[src/rtl/core/mandelbrot_escape_time_top_defines.svh]
// ----------------------------------------------------------------------------
// Mandelbrot escape-time assertion macros
// Shared concurrent assertion forms for the escape-time block.
// ----------------------------------------------------------------------------
`ifndef MANDELBROT_ESCAPE_TIME_TOP_DEFINES_SVH
`define MANDELBROT_ESCAPE_TIME_TOP_DEFINES_SVH

// Consequent must hold in the same cycle as the antecedent.
`define MET_ASSERT_SAME(label, clk, rst, ante, cons, msg) \
   label: assert property (@(posedge clk) disable iff (rst) (ante) |-> (cons)) \
      else $error(msg);

// Consequent must hold in the cycle after the antecedent.
`define MET_ASSERT_NEXT(label, clk, rst, ante, cons, msg) \
   label: assert property (@(posedge clk) disable iff (rst) (ante) |=> (cons)) \
      else $error(msg);

`endif

[src/rtl/core/met_pkg.sv]
// ----------------------------------------------------------------------------
// Mandelbrot escape-time package
// Widths, register codes, reset values, command and status types and the
// saturation helper shared by the escape-time modules.
// ----------------------------------------------------------------------------
package met_pkg;

   // Image geometry and fixed-point format.
   localparam int unsigned IMG_WIDTH  = 512;
   localparam int unsigned IMG_HEIGHT = 512;
   localparam int unsigned FRAC_BITS  = 28;

   // Field widths.
   localparam int unsigned PIX_W  = 9;
   localparam int unsigned ZW     = 32;
   localparam int unsigned WIDE_W = 2 * ZW;
   localparam int unsigned CNT_W  = 16;
   localparam int unsigned TOL_W  = 29;
   localparam int unsigned IDX_W  = 3;
   localparam int unsigned DATA_W = 32;

   // Span times pixel: 33-bit signed span by a 10-bit non-negative pixel.
   localparam int unsigned SPAN_W = ZW + 1;
   localparam int unsigned MAP_W  = SPAN_W + PIX_W + 1;

   // Largest power of two that does not exceed n, as an exponent.
   function automatic int unsigned floor_log2(input int unsigned n);
      int unsigned s;
      s = 0;
      while ((s < 31) && ((n >> (s + 1)) != 0)) begin
         s = s + 1;
      end
      return s;
   endfunction

   localparam int unsigned SHIFT_X = floor_log2(IMG_WIDTH);
   localparam int unsigned SHIFT_Y = floor_log2(IMG_HEIGHT);

   // Escape bound 4.0 at double fraction width.
   localparam logic [WIDE_W-1:0] ESCAPE_MAG = WIDE_W'(4) << (2 * FRAC_BITS);

   // Saturation bounds of a z component.
   localparam logic signed [ZW-1:0] ZMAX = {1'b0, {(ZW-1){1'b1}}};
   localparam logic signed [ZW-1:0] ZMIN = {1'b1, {(ZW-1){1'b0}}};

   // Register indexes.
   typedef enum logic [IDX_W-1:0] {
      CSR_REAL_MIN   = 3'd0,
      CSR_REAL_MAX   = 3'd1,
      CSR_IMAG_MIN   = 3'd2,
      CSR_IMAG_MAX   = 3'd3,
      CSR_ITER_LIMIT = 3'd4,
      CSR_TOLERANCE  = 3'd5
   } csr_index_type;

   // Configuration register set.
   typedef struct packed {
      logic signed [ZW-1:0] real_min;
      logic signed [ZW-1:0] real_max;
      logic signed [ZW-1:0] imag_min;
      logic signed [ZW-1:0] imag_max;
      logic [CNT_W-1:0]     iteration_limit;
      logic [TOL_W-1:0]     settle_tolerance;
   } cfg_type;

   localparam cfg_type CFG_RESET = '{
      real_min:         32'sd0,
      real_max:         32'sd134217728,
      imag_min:         -32'sd161061274,
      imag_max:         32'sd0,
      iteration_limit:  16'd1023,
      settle_tolerance: 29'd26844
   };

   // Which value goes into the result count.
   typedef enum logic {
      RES_COUNT = 1'b0,
      RES_LIMIT = 1'b1
   } res_sel_type;

   // Commands from the controller to the datapath.
   typedef struct packed {
      logic        capture;
      logic        map_mul;
      logic        map_add;
      logic        z_update;
      logic        z_square;
      logic        cnt_inc;
      logic        res_load;
      res_sel_type res_sel;
   } cmd_type;

   // Status from the datapath to the controller.
   typedef struct packed {
      logic limit_zero;
      logic escaped;
      logic settled;
      logic last_iter;
   } stat_type;

   // Clamp a wide signed value to the z component range.
   function automatic logic signed [ZW-1:0] sat_z(input logic signed [WIDE_W-1:0] v);
      logic hi_same;
      hi_same = (v[WIDE_W-1:ZW-1] == '0) || (v[WIDE_W-1:ZW-1] == '1);
      if (hi_same) begin
         return v[ZW-1:0];
      end else if (v[WIDE_W-1]) begin
         return ZMIN;
      end else begin
         return ZMAX;
      end
   endfunction

endpackage

[src/rtl/core/met_csr.sv]
// ----------------------------------------------------------------------------
// Escape-time configuration registers
// Write-only register file holding the complex window, the iteration limit
// and the settle tolerance.
// ----------------------------------------------------------------------------
module met_csr (
   input  logic                           clock,
   input  logic                           reset,
   input  logic                           csr_we,
   input  logic [met_pkg::IDX_W-1:0]      csr_index,
   input  logic [met_pkg::DATA_W-1:0]     csr_wdata,
   output met_pkg::cfg_type               cfg
);

   met_pkg::cfg_type cfg_ff;

   // Decode the register index; unknown indexes are dropped.
   always_ff @(posedge clock) begin
      if (reset) begin
         cfg_ff <= met_pkg::CFG_RESET;
      end else if (csr_we) begin
         unique case (csr_index)
            met_pkg::CSR_REAL_MIN:   cfg_ff.real_min <= signed'(csr_wdata);
            met_pkg::CSR_REAL_MAX:   cfg_ff.real_max <= signed'(csr_wdata);
            met_pkg::CSR_IMAG_MIN:   cfg_ff.imag_min <= signed'(csr_wdata);
            met_pkg::CSR_IMAG_MAX:   cfg_ff.imag_max <= signed'(csr_wdata);
            met_pkg::CSR_ITER_LIMIT: begin
               cfg_ff.iteration_limit <= csr_wdata[met_pkg::CNT_W-1:0];
            end
            met_pkg::CSR_TOLERANCE: begin
               cfg_ff.settle_tolerance <= csr_wdata[met_pkg::TOL_W-1:0];
            end
            default: begin
            end
         endcase
      end
   end

   assign cfg = cfg_ff;

endmodule

[config.mk]
export PLATFORM = sky130hd
export DESIGN_NAME = met_csr
export DESIGN_NICKNAME = d
export VERILOG_FILES = /design/src/rtl/core/mandelbrot_escape_time_top_defines.svh /design/src/rtl/core/met_pkg.sv /design/src/rtl/core/met_csr.sv
export SDC_FILE = /design/constraint.sdc
export NUM_CORES = 1
export LEC_CHECK = 0
export BUFFER_PORTS_ARGS = -buffer_cell sky130_fd_sc_hd__buf_2
export CAP_MARGIN = 10
export CORE_MARGIN = 2
export CORE_UTILIZATION = 55
export DETAILED_ROUTE_END_ITERATION = 10
export GPL_ROUTABILITY_DRIVEN = 0
export GPL_TIMING_DRIVEN = 0
export PLACE_DENSITY = 0.85
export SLEW_MARGIN = 40
export SYNTH_ARGS = -nofsm -noshare
export SYNTH_HDL_FRONTEND = slang
export SYNTH_SLANG_ARGS = --single-unit
export TNS_END_PERCENT = 1
[constraint.sdc]
create_clock -name clock -period 2.5 [get_ports clock]
set_clock_uncertainty 0.05 [all_clocks]
set_input_delay 0.125 -clock clock [delete_from_list [all_inputs] [get_ports clock]]
set_output_delay 0.125 -clock clock [all_outputs]
set_load 0.05 [all_outputs]
==> impl_metrics.csv <==
group,metric,value,unit
run_status,status,"completed",
critical_path,crit_arrival,1.61,ns
floorplanning,core_area,12060,um^2
critical_path,worstPathMaxFanout,10,
sta,setup_tns,0,ns
floorplanning,die_w,115.2,um
finish,final_common_cell,"buf_2",
global_routing,track_usage,0.2972,
synth,synthSimpleGateAreaFrac,0.2037,
synth,synth_mux_area_frac,0.2544,
cts,insertion_delay,0.43,ns
critical_path,r2r-start,"cfg[6]$_SDFFE_PP1P_",
routing,routed_wirelength,19.35,mm
synth,yosys_register_bits,173,
synth,synth_top_family_by_area,"multiplexers",
hold_path,worstHoldEndpoint,"cfg[165]$_SDFFE_PP0P_",
sta,fin_ws,1.178,ns
finish,drive_above_1_share,0.2859,
critical_path,startpoint_type,"input pin",
power_and_ir_drop,power.density,691.1,nW/um^2
cts,tritoncts,"built",
critical_path,r2r-end,"cfg[6]$_SDFFE_PP1P_",
cts,clockBufferDepth,2,
sta,tightest_slew,0.6304,ns
finish,largest_register_ffs,173,
floorplanning,ios,211,
global_routing,grt_pass1_wl,29.59,mm
synth,synth_cell_types,14,
floorplanning,start_util,0.5643,
finish,nets,920,
finish,final_cell_mix,"buf_2 (223), mux2i_1 (173), dfxtp_1 (173), nand2b_1 (168), nor2_1 (62)",
routing,dr.pass1.iters,5,
sta,final_hold_viol_count,0,
synth,synth_compound_area_frac,0,
synth,yosys.area_share.xor_xnor,0,
routing,routedWlPerCell,18.23,um
critical_path,crit_type,"input pin to flop",
hold_path,hold_class,"input pin to flop",
sta,holdWs,0.03914,ns
placement,place_ws,0.8135,ns
cts,clkSinkCount,173,
power_and_ir_drop,p_total,6.130,mW
finish,areaGrowthSynthToFinish,30.31,%
routing,via_per_inst,5.154,
finish,final_cells,1061,
global_routing,grt_max_degree,17,
sta,grt_setup_unrepaired,"false",
critical_path,r2r_setup_slack,1.72,ns
synth,netlist_instances,634,
placement,numPortBuffers,205,
sta,period_minus_slack,1.322,ns
hold_path,hold_start,"csr_wdata[24]",
cts,cts_made_buffers,17,
synth,syn-num-nets,672,
sta,period_share,0.5287,
routing,ant_nets,0,
cts,path_clk_slew,0.06,ns
floorplanning,rows,40,
global_routing,antenna_found_initial,2,
critical_path,required,2.79,ns
routing,initialDrtViolationCount,383,
global_routing,globalRoute.totalOverflow,0,
synth,synthesis.area,6807,um^2
sta,fmax,756.5,MHz
power_and_ir_drop,ir_worst_vdd,0.4104,mV
power_and_ir_drop,p_leak,4.442,nW
run,maxCapViolations,0,
placement,hpwlAfterDp,13.80,mm
routing,drc,0,
sta,maxSlewViolCount,0,
hold_path,holdPathStages,3,
synth,syn_area_per_cell,10.74,um^2
sta,slew_headroom,0.5797,
global_routing,first_global_vias,5654,
floorplanning,dieHeight,115.2,um
synth,synthAdderAreaFrac,0,
synth,ys_seq_area_frac,0.5088,
critical_path,endpoint_kind,"flop",
sta,finalSetupViolCount,0,
synth,ys.warnings.count,0,
critical_path,r2r_cells,2,
routing,vias,5468,
floorplanning,die_area,13280,um^2
placement,dp_cells,1007,
cts,cts_setup_buffers,0,
cts,h-tree-depth,4,
cts,clock_tree.root_cell,"clkbuf_16",
-- critical path, cell delays in order --
cell and delay (ns):
buf_2 0.24, clkbuf_1 0.39, clkbuf_1 0.50, nor2_1 0.12
mux2i_1 0.22
-- worst max-delay path by stage --
stage / start / endpoint / cells after the start / slack, ns
6_report: reset / cfg[105]$_SDFFE_PP1P_ / 5 / 1.18
5_1_grt: reset / cfg[105]$_SDFFE_PP1P_ / 5 / 1.09
4_1_cts: reset / cfg[105]$_SDFFE_PP1P_ / 5 / 1.22
3_5_place_dp: reset / cfg[37]$_SDFFE_PP1P_ / 5 / 0.81
3_3_place_gp: reset / cfg[94]$_SDFFE_PP1P_ / 5 / 0.88
2_1_floorplan: csr_index[0] / cfg[164]$_SDFFE_PP0P_ / 5 / 1.18
-- logic make-up after synthesis --
family,count (synthesis)
AND/OR/NAND/NOR,240
multiplexers,173
flip-flops,173
buffers and inverters,48
-- report_power, final --
part	total [mW]	switching (mW)	leakage, nW	internal, mW
registers	2.85	0.0341	1.40	2.82
clock network	2.62	1.03	0.277	1.59
logic	0.657	0.445	2.76	0.212
total	6.13	1.51	4.44	4.62
-- synth_stat cells, drive strengths merged --
cell type	instances	area share
mux2i	173	0.25
nand2b	168	0.15
or4b	1	0.0015
nor4b	1	0.0013
dfxtp	173	0.51
nor4bb	2	0.0029
clkbuf	26	0.014
buf	22	0.019
nand4bb	3	0.0050
and4bb	1	0.0018
nor2	62	0.034
nand4b	2	0.0026
-- layer usage --
| layer | wire length, um | up-vias | track usage | share of wire |
|---|---|---|---|---|
| li1 | - | 2581 | - | - |
| met2 | 9525 | 214 | 0.5094 | 0.49 |
| met4 | 730 | 2 | 0.1446 | 0.038 |
| met5 | 13 | - | 0 | 0.00067 |
| met1 | 7783 | 2612 | 0.3434 | 0.40 |
| met3 | 1293 | 59 | 0.08118 | 0.067 |
-- area by class of cell --
cell class              count  area (um^2)
clock inverters             5        82.58
fillers                   854         3192
multi-input cells         413         3118
flip-flops and latches    173         3463
diodes                      1        2.502
clock buffers              24        501.7
repair buffers            229         1266
plain buffers              48        225.2
well taps                 168        210.2
-- what timing repair did --
action | CTS | global route
hold endpoints to repair | 41 | 0
hold buffers | 24 | 0
setup endpoints to repair | 0 | 0
resized for setup | 0 | 0
-- per-stage QoR --
stage,instance area (um^2),util
6_report,8870,0.7354
5_1_grt,8870,0.7354
4_1_cts,8867,0.7352
3_5_place_dp,8043,0.6668
3_3_place_gp,8043,0.6668
2_1_floorplan,6807,-
No activity file was read; power rests on OpenSTA's default activity.
