===== src/rtl/core/mandelbrot_escape_time_top_defines.svh =====
// ----------------------------------------------------------------------------
// Mandelbrot escape-time assertion macros
// Shared concurrent assertion forms for the escape-time block.
// ----------------------------------------------------------------------------
`ifndef MANDELBROT_ESCAPE_TIME_TOP_DEFINES_SVH
`define MANDELBROT_ESCAPE_TIME_TOP_DEFINES_SVH

// Consequent must hold in the same cycle as the antecedent.
`define MET_ASSERT_SAME(label, clk, rst, ante, cons, msg) \
   label: assert property (@(posedge clk) disable iff (rst) (ante) |-> (cons)) \
      else $error(msg);

// Consequent must hold in the cycle after the antecedent.
`define MET_ASSERT_NEXT(label, clk, rst, ante, cons, msg) \
   label: assert property (@(posedge clk) disable iff (rst) (ante) |=> (cons)) \
      else $error(msg);

`endif


===== src/rtl/core/met_pkg.sv =====
// ----------------------------------------------------------------------------
// Mandelbrot escape-time package
// Widths, register codes, reset values, command and status types and the
// saturation helper shared by the escape-time modules.
// ----------------------------------------------------------------------------
package met_pkg;

   // Image geometry and fixed-point format.
   localparam int unsigned IMG_WIDTH  = 512;
   localparam int unsigned IMG_HEIGHT = 512;
   localparam int unsigned FRAC_BITS  = 28;

   // Field widths.
   localparam int unsigned PIX_W  = 9;
   localparam int unsigned ZW     = 32;
   localparam int unsigned WIDE_W = 2 * ZW;
   localparam int unsigned CNT_W  = 16;
   localparam int unsigned TOL_W  = 29;
   localparam int unsigned IDX_W  = 3;
   localparam int unsigned DATA_W = 32;

   // Span times pixel: 33-bit signed span by a 10-bit non-negative pixel.
   localparam int unsigned SPAN_W = ZW + 1;
   localparam int unsigned MAP_W  = SPAN_W + PIX_W + 1;

   // Largest power of two that does not exceed n, as an exponent.
   function automatic int unsigned floor_log2(input int unsigned n);
      int unsigned s;
      s = 0;
      while ((s < 31) && ((n >> (s + 1)) != 0)) begin
         s = s + 1;
      end
      return s;
   endfunction

   localparam int unsigned SHIFT_X = floor_log2(IMG_WIDTH);
   localparam int unsigned SHIFT_Y = floor_log2(IMG_HEIGHT);

   // Escape bound 4.0 at double fraction width.
   localparam logic [WIDE_W-1:0] ESCAPE_MAG = WIDE_W'(4) << (2 * FRAC_BITS);

   // Saturation bounds of a z component.
   localparam logic signed [ZW-1:0] ZMAX = {1'b0, {(ZW-1){1'b1}}};
   localparam logic signed [ZW-1:0] ZMIN = {1'b1, {(ZW-1){1'b0}}};

   // Register indexes.
   typedef enum logic [IDX_W-1:0] {
      CSR_REAL_MIN   = 3'd0,
      CSR_REAL_MAX   = 3'd1,
      CSR_IMAG_MIN   = 3'd2,
      CSR_IMAG_MAX   = 3'd3,
      CSR_ITER_LIMIT = 3'd4,
      CSR_TOLERANCE  = 3'd5
   } csr_index_type;

   // Configuration register set.
   typedef struct packed {
      logic signed [ZW-1:0] real_min;
      logic signed [ZW-1:0] real_max;
      logic signed [ZW-1:0] imag_min;
      logic signed [ZW-1:0] imag_max;
      logic [CNT_W-1:0]     iteration_limit;
      logic [TOL_W-1:0]     settle_tolerance;
   } cfg_type;

   localparam cfg_type CFG_RESET = '{
      real_min:         32'sd0,
      real_max:         32'sd134217728,
      imag_min:         -32'sd161061274,
      imag_max:         32'sd0,
      iteration_limit:  16'd1023,
      settle_tolerance: 29'd26844
   };

   // Which value goes into the result count.
   typedef enum logic {
      RES_COUNT = 1'b0,
      RES_LIMIT = 1'b1
   } res_sel_type;

   // Commands from the controller to the datapath.
   typedef struct packed {
      logic        capture;
      logic        map_mul;
      logic        map_add;
      logic        z_update;
      logic        z_square;
      logic        cnt_inc;
      logic        res_load;
      res_sel_type res_sel;
   } cmd_type;

   // Status from the datapath to the controller.
   typedef struct packed {
      logic limit_zero;
      logic escaped;
      logic settled;
      logic last_iter;
   } stat_type;

   // Clamp a wide signed value to the z component range.
   function automatic logic signed [ZW-1:0] sat_z(input logic signed [WIDE_W-1:0] v);
      logic hi_same;
      hi_same = (v[WIDE_W-1:ZW-1] == '0) || (v[WIDE_W-1:ZW-1] == '1);
      if (hi_same) begin
         return v[ZW-1:0];
      end else if (v[WIDE_W-1]) begin
         return ZMIN;
      end else begin
         return ZMAX;
      end
   endfunction

endpackage


===== src/rtl/core/met_ctrl.sv =====
// ----------------------------------------------------------------------------
// Escape-time controller
// Sequences mapping, the square-and-update iteration loop and the result
// strobe for one item at a time.
// ----------------------------------------------------------------------------
`include "mandelbrot_escape_time_top_defines.svh"

module met_ctrl (
   input  logic               clock,
   input  logic               reset,
   input  logic               start,
   input  met_pkg::stat_type  stat,
   output met_pkg::cmd_type   cmd,
   output logic               busy,
   output logic               rsp_valid
);

   typedef enum logic [2:0] {
      IDLE,
      MAP_MUL,
      MAP_ADD,
      FIRST_STEP,
      SQUARE,
      STEP
   } state_type;

   state_type state_ff, state_in;
   logic      rsp_valid_ff, done;

   // Next state and datapath commands.
   always_comb begin
      state_in = state_ff;
      cmd      = '0;
      done     = 1'b0;
      unique case (state_ff)
         IDLE: begin
            if (start) begin
               cmd.capture = 1'b1;
               state_in    = MAP_MUL;
            end
         end
         MAP_MUL: begin
            cmd.map_mul = 1'b1;
            state_in    = MAP_ADD;
         end
         MAP_ADD: begin
            cmd.map_add = 1'b1;
            if (stat.limit_zero) begin
               // No step runs; the limit itself is the zero count.
               cmd.res_load = 1'b1;
               cmd.res_sel  = met_pkg::RES_LIMIT;
               done         = 1'b1;
               state_in     = IDLE;
            end else begin
               state_in = FIRST_STEP;
            end
         end
         FIRST_STEP: begin
            cmd.z_update = 1'b1;
            state_in     = SQUARE;
         end
         SQUARE: begin
            cmd.z_square = 1'b1;
            state_in     = STEP;
         end
         STEP: begin
            // Check the step just finished; if the item is not done, start the next one.
            if (stat.escaped) begin
               cmd.res_load = 1'b1;
               cmd.res_sel  = met_pkg::RES_COUNT;
               done         = 1'b1;
               state_in     = IDLE;
            end else if (stat.settled || stat.last_iter) begin
               cmd.res_load = 1'b1;
               cmd.res_sel  = met_pkg::RES_LIMIT;
               done         = 1'b1;
               state_in     = IDLE;
            end else begin
               cmd.cnt_inc  = 1'b1;
               cmd.z_update = 1'b1;
               state_in     = SQUARE;
            end
         end
         default: begin
            state_in = IDLE;
         end
      endcase
   end

   // State and the result strobe.
   always_ff @(posedge clock) begin
      if (reset) begin
         state_ff     <= IDLE;
         rsp_valid_ff <= 1'b0;
      end else begin
         state_ff     <= state_in;
         rsp_valid_ff <= done;
      end
   end

   assign busy      = (state_ff != IDLE);
   assign rsp_valid = rsp_valid_ff;

   // The strobe only appears once the controller has returned to idle.
   `MET_ASSERT_SAME(a_strobe_in_idle, clock, reset, rsp_valid_ff, state_ff == IDLE, "result strobe while busy")
   // The strobe lasts a single cycle.
   `MET_ASSERT_NEXT(a_strobe_single, clock, reset, rsp_valid_ff, !rsp_valid_ff, "result strobe held over two cycles")
   // An accepted item always starts with the mapping multiply.
   `MET_ASSERT_NEXT(a_start_maps, clock, reset, start && !busy, state_ff == MAP_MUL, "accepted item did not start mapping")
   // The count never advances past the last allowed step.
   `MET_ASSERT_SAME(a_count_bound, clock, reset, cmd.cnt_inc, !stat.last_iter, "iteration count advanced past the limit")

endmodule

===== config.mk =====
export PLATFORM = sky130hd
export DESIGN_NAME = met_ctrl
export DESIGN_NICKNAME = d
export VERILOG_FILES = /design/src/rtl/core/met_pkg.sv /design/src/rtl/core/met_ctrl.sv
export VERILOG_INCLUDE_DIRS = /design/src /design/src/rtl/core
export SDC_FILE = /design/constraint.sdc
export NUM_CORES = 1
export LEC_CHECK = 0
export BUFFER_PORTS_ARGS = -buffer_cell sky130_fd_sc_hd__buf_2
export CAP_MARGIN = 15
export CORE_AREA = 4 4 41 43
export DETAILED_ROUTE_END_ITERATION = 6
export DIE_AREA = 0 0 45 47
export PLACE_DENSITY = 0.5
export SKIP_CTS_REPAIR_TIMING = 1
export SKIP_LAST_GASP = 1
export SYNTH_ARGS = -nofsm -noshare
export SYNTH_HDL_FRONTEND = slang
export SYNTH_SLANG_ARGS = --single-unit

===== constraint.sdc =====
create_clock -name clock -period 1.5 [get_ports clock]
set_input_delay 0.15 -clock clock [delete_from_list [all_inputs] [get_ports clock]]
set_output_delay 0.15 -clock clock [all_outputs]
set_load 0.05 [all_outputs]

==> qor.yml <==
status: "finished with violations"
failed_checks: "negative setup slack"
clockBufferDepth: 2
leakagePower_nw: 0.267
clk-insertion-delay-late_ps: 230
seq_area_frac_synth: 0.275
ys_types: 21
worstSetupEndpointType: "output pin"
placed_area_um2: 438
wl_per_cell_um: 11.2
maxCapViolations: 0
io_pins: 17
worstPathMaxFanout: 3
wirelength_um: 864
grt_pass1_vias: 312
rsz0062_at_grt: "yes"
cts_root_buf: "clkbuf_4"
die_height_um: 47
clkTransAtPathRegs_ps: 40
finalCritPeriodShare: 1.03
syn_area_per_cell_um2: 8.33
fin_util: 0.432
hold_path.class: "primary input to flip-flop"
post-route-cell-area_um2: 562
gp_congestion: 0.728
slowest_delay_ps: 580
max_freq_mhz: 650
ys_seq_elements: 4
synthesis.nets: 42
worstPathCellList: "or4bb_4, o31ai_4, buf_6"
path_class: "flip-flop to output pin"
synth_edf_count: 0
dr_total_vias: 374
setup_ws_ps: -38.9
fin_crit_ps: 1540
power_density_mw_per_mm2: 767
peakVddDrop_mv: 0.501
start_kind: "flip-flop"
dpl.hpwl_um: 605
cts_tree: "yes"
antenna_found_initial: 0
drtIter0Drc: 11
cts_sinks: 4
htreeDepth: 1
crit_required_ps: 1350
syn_area_um2: 292
die_w_um: 45
layout.nets: 71
relSlewSlack: 0.792
tightest_slew_ps: 309
cp.arrival_ps: 1390
clock_skew_ps: 0.0817
synthCells: 35
cts_buffers: 3
coreArea_mm2: 0.00130
drv_slew: 0
syn_to_final_growth_pct: 92.7
gr-total-overflow: 0
drc_errors: 0
die_area_mm2: 0.00212
start_util: 0.224
postRouteAntennaNets: 0
ys.flop_type: "dfxtp_1"
antennaDiodeCount: 0
grt_pass1_wl_mm: 1.30
drive_above_1_share: 0.677
power.total_w: 0.000431
grt_max_degree: 14
critPathSlowestCell: "or4bb_4"
viasPerCell: 4.86
grtUsageTotal: 0.0862
finalHoldViolCount: 0
numPortBuffers: 16
rows: 13
firstDrtPassIters: 4
ys_async_sr_fraction: 0
setup_viol: 2
ys_warn_count: 0
[flip-flops by register name, indices dropped and copies added, names as in the netlist]
signal	cells
rsp_valid	1
state_ff	3
[power breakdown]
part | internal, W | total [W] | switching (W) | leakage [nW]
Clock | 0.0000894 | 0.000132 | 0.0000425 | 0.0138
Combinational | 0.0000731 | 0.000179 | 0.000106 | 0.220
Sequential | 0.000114 | 0.000120 | 0.00000584 | 0.0339
Total | 0.000277 | 0.000431 | 0.000154 | 0.267
[kinds of logic after synthesis]
kind of cell,after synthesis,synth area share
flip-flops,4,0.275
buffers and inverters,4,0.0815
AO/OA/AOI/OAI,8,0.215
AND/OR/NAND/NOR,19,0.429
[area by class of cell]
type	count	area, um^2
sequential	4	83.8
inverter	1	3.75
multi-input combinational	27	235
fill	150	739
timing repair buffer	27	198
clock buffer	3	22.5
tap	15	18.8
[final timing paths]
check	start	endpoint	slack, ps	depth (start not counted)
max reg2reg	state_ff[0]	state_ff[2]	340	5
max	state_ff[2]	cmd[0]	-40	3
min reg2reg	state_ff[1]	state_ff[0]	570	1
min	reset	state_ff[1]	160	2
[routing by layer]
metal / vias to the layer above / part of all wire / global-route usage
met1: 177 / 0.47 / 0.105
met3: 0 / 0.069 / 0.0613
met4: 0 / 0 / 0
met5: - / 0 / 0
met2: 10 / 0.46 / 0.133
li1: 187 / - / -
[cell usage after synthesis (all sizes together) (2+ instances only)]
master / n / area, um^2
or3: 2 / 12.5
nand2b: 2 / 12.5
buf: 2 / 16.3
dfxtp: 4 / 80.1
nand3b: 2 / 15.0
nor2: 5 / 18.8
nor3b: 3 / 22.5
o21ai: 3 / 15.0
[worst max-delay path: cells and delay by family (launching register included)]
kind	cells	cell delay, ps
buffers and inverters	1	180
DFF	1	320
AOI/OAI and AO/OA	1	80
and+or+nand+nor	1	580
[placed cells by master, fill, tap and decap left out, drive strengths merged]
cell and n:
a211oi 1, or4bb 1, o32ai 1, o31ai 1, o311a 1, nand2b 2, a211o 1, o21ai 3
buf 26, clkbuf 4, nor3 1, nand3b 2, nor2 5, or3 2, inv 1, or3b 1
nor4bb 1, dfxtp 4, nor3b 3, nor4b 1
[per-stage QoR]
stage	setup TNS, ps	instances	hold slack, ps	worst slack (ps)
2_1_floorplan	-325	35	215	-160
5_1_grt	-184	77	168	-78.0
3_5_place_dp	0	68	405	81.4
6_report	-71.0	77	157	-38.9
3_3_place_gp	0	68	413	96.6
4_1_cts	-497	71	161	-174
(Power assumes the default switching activity.)
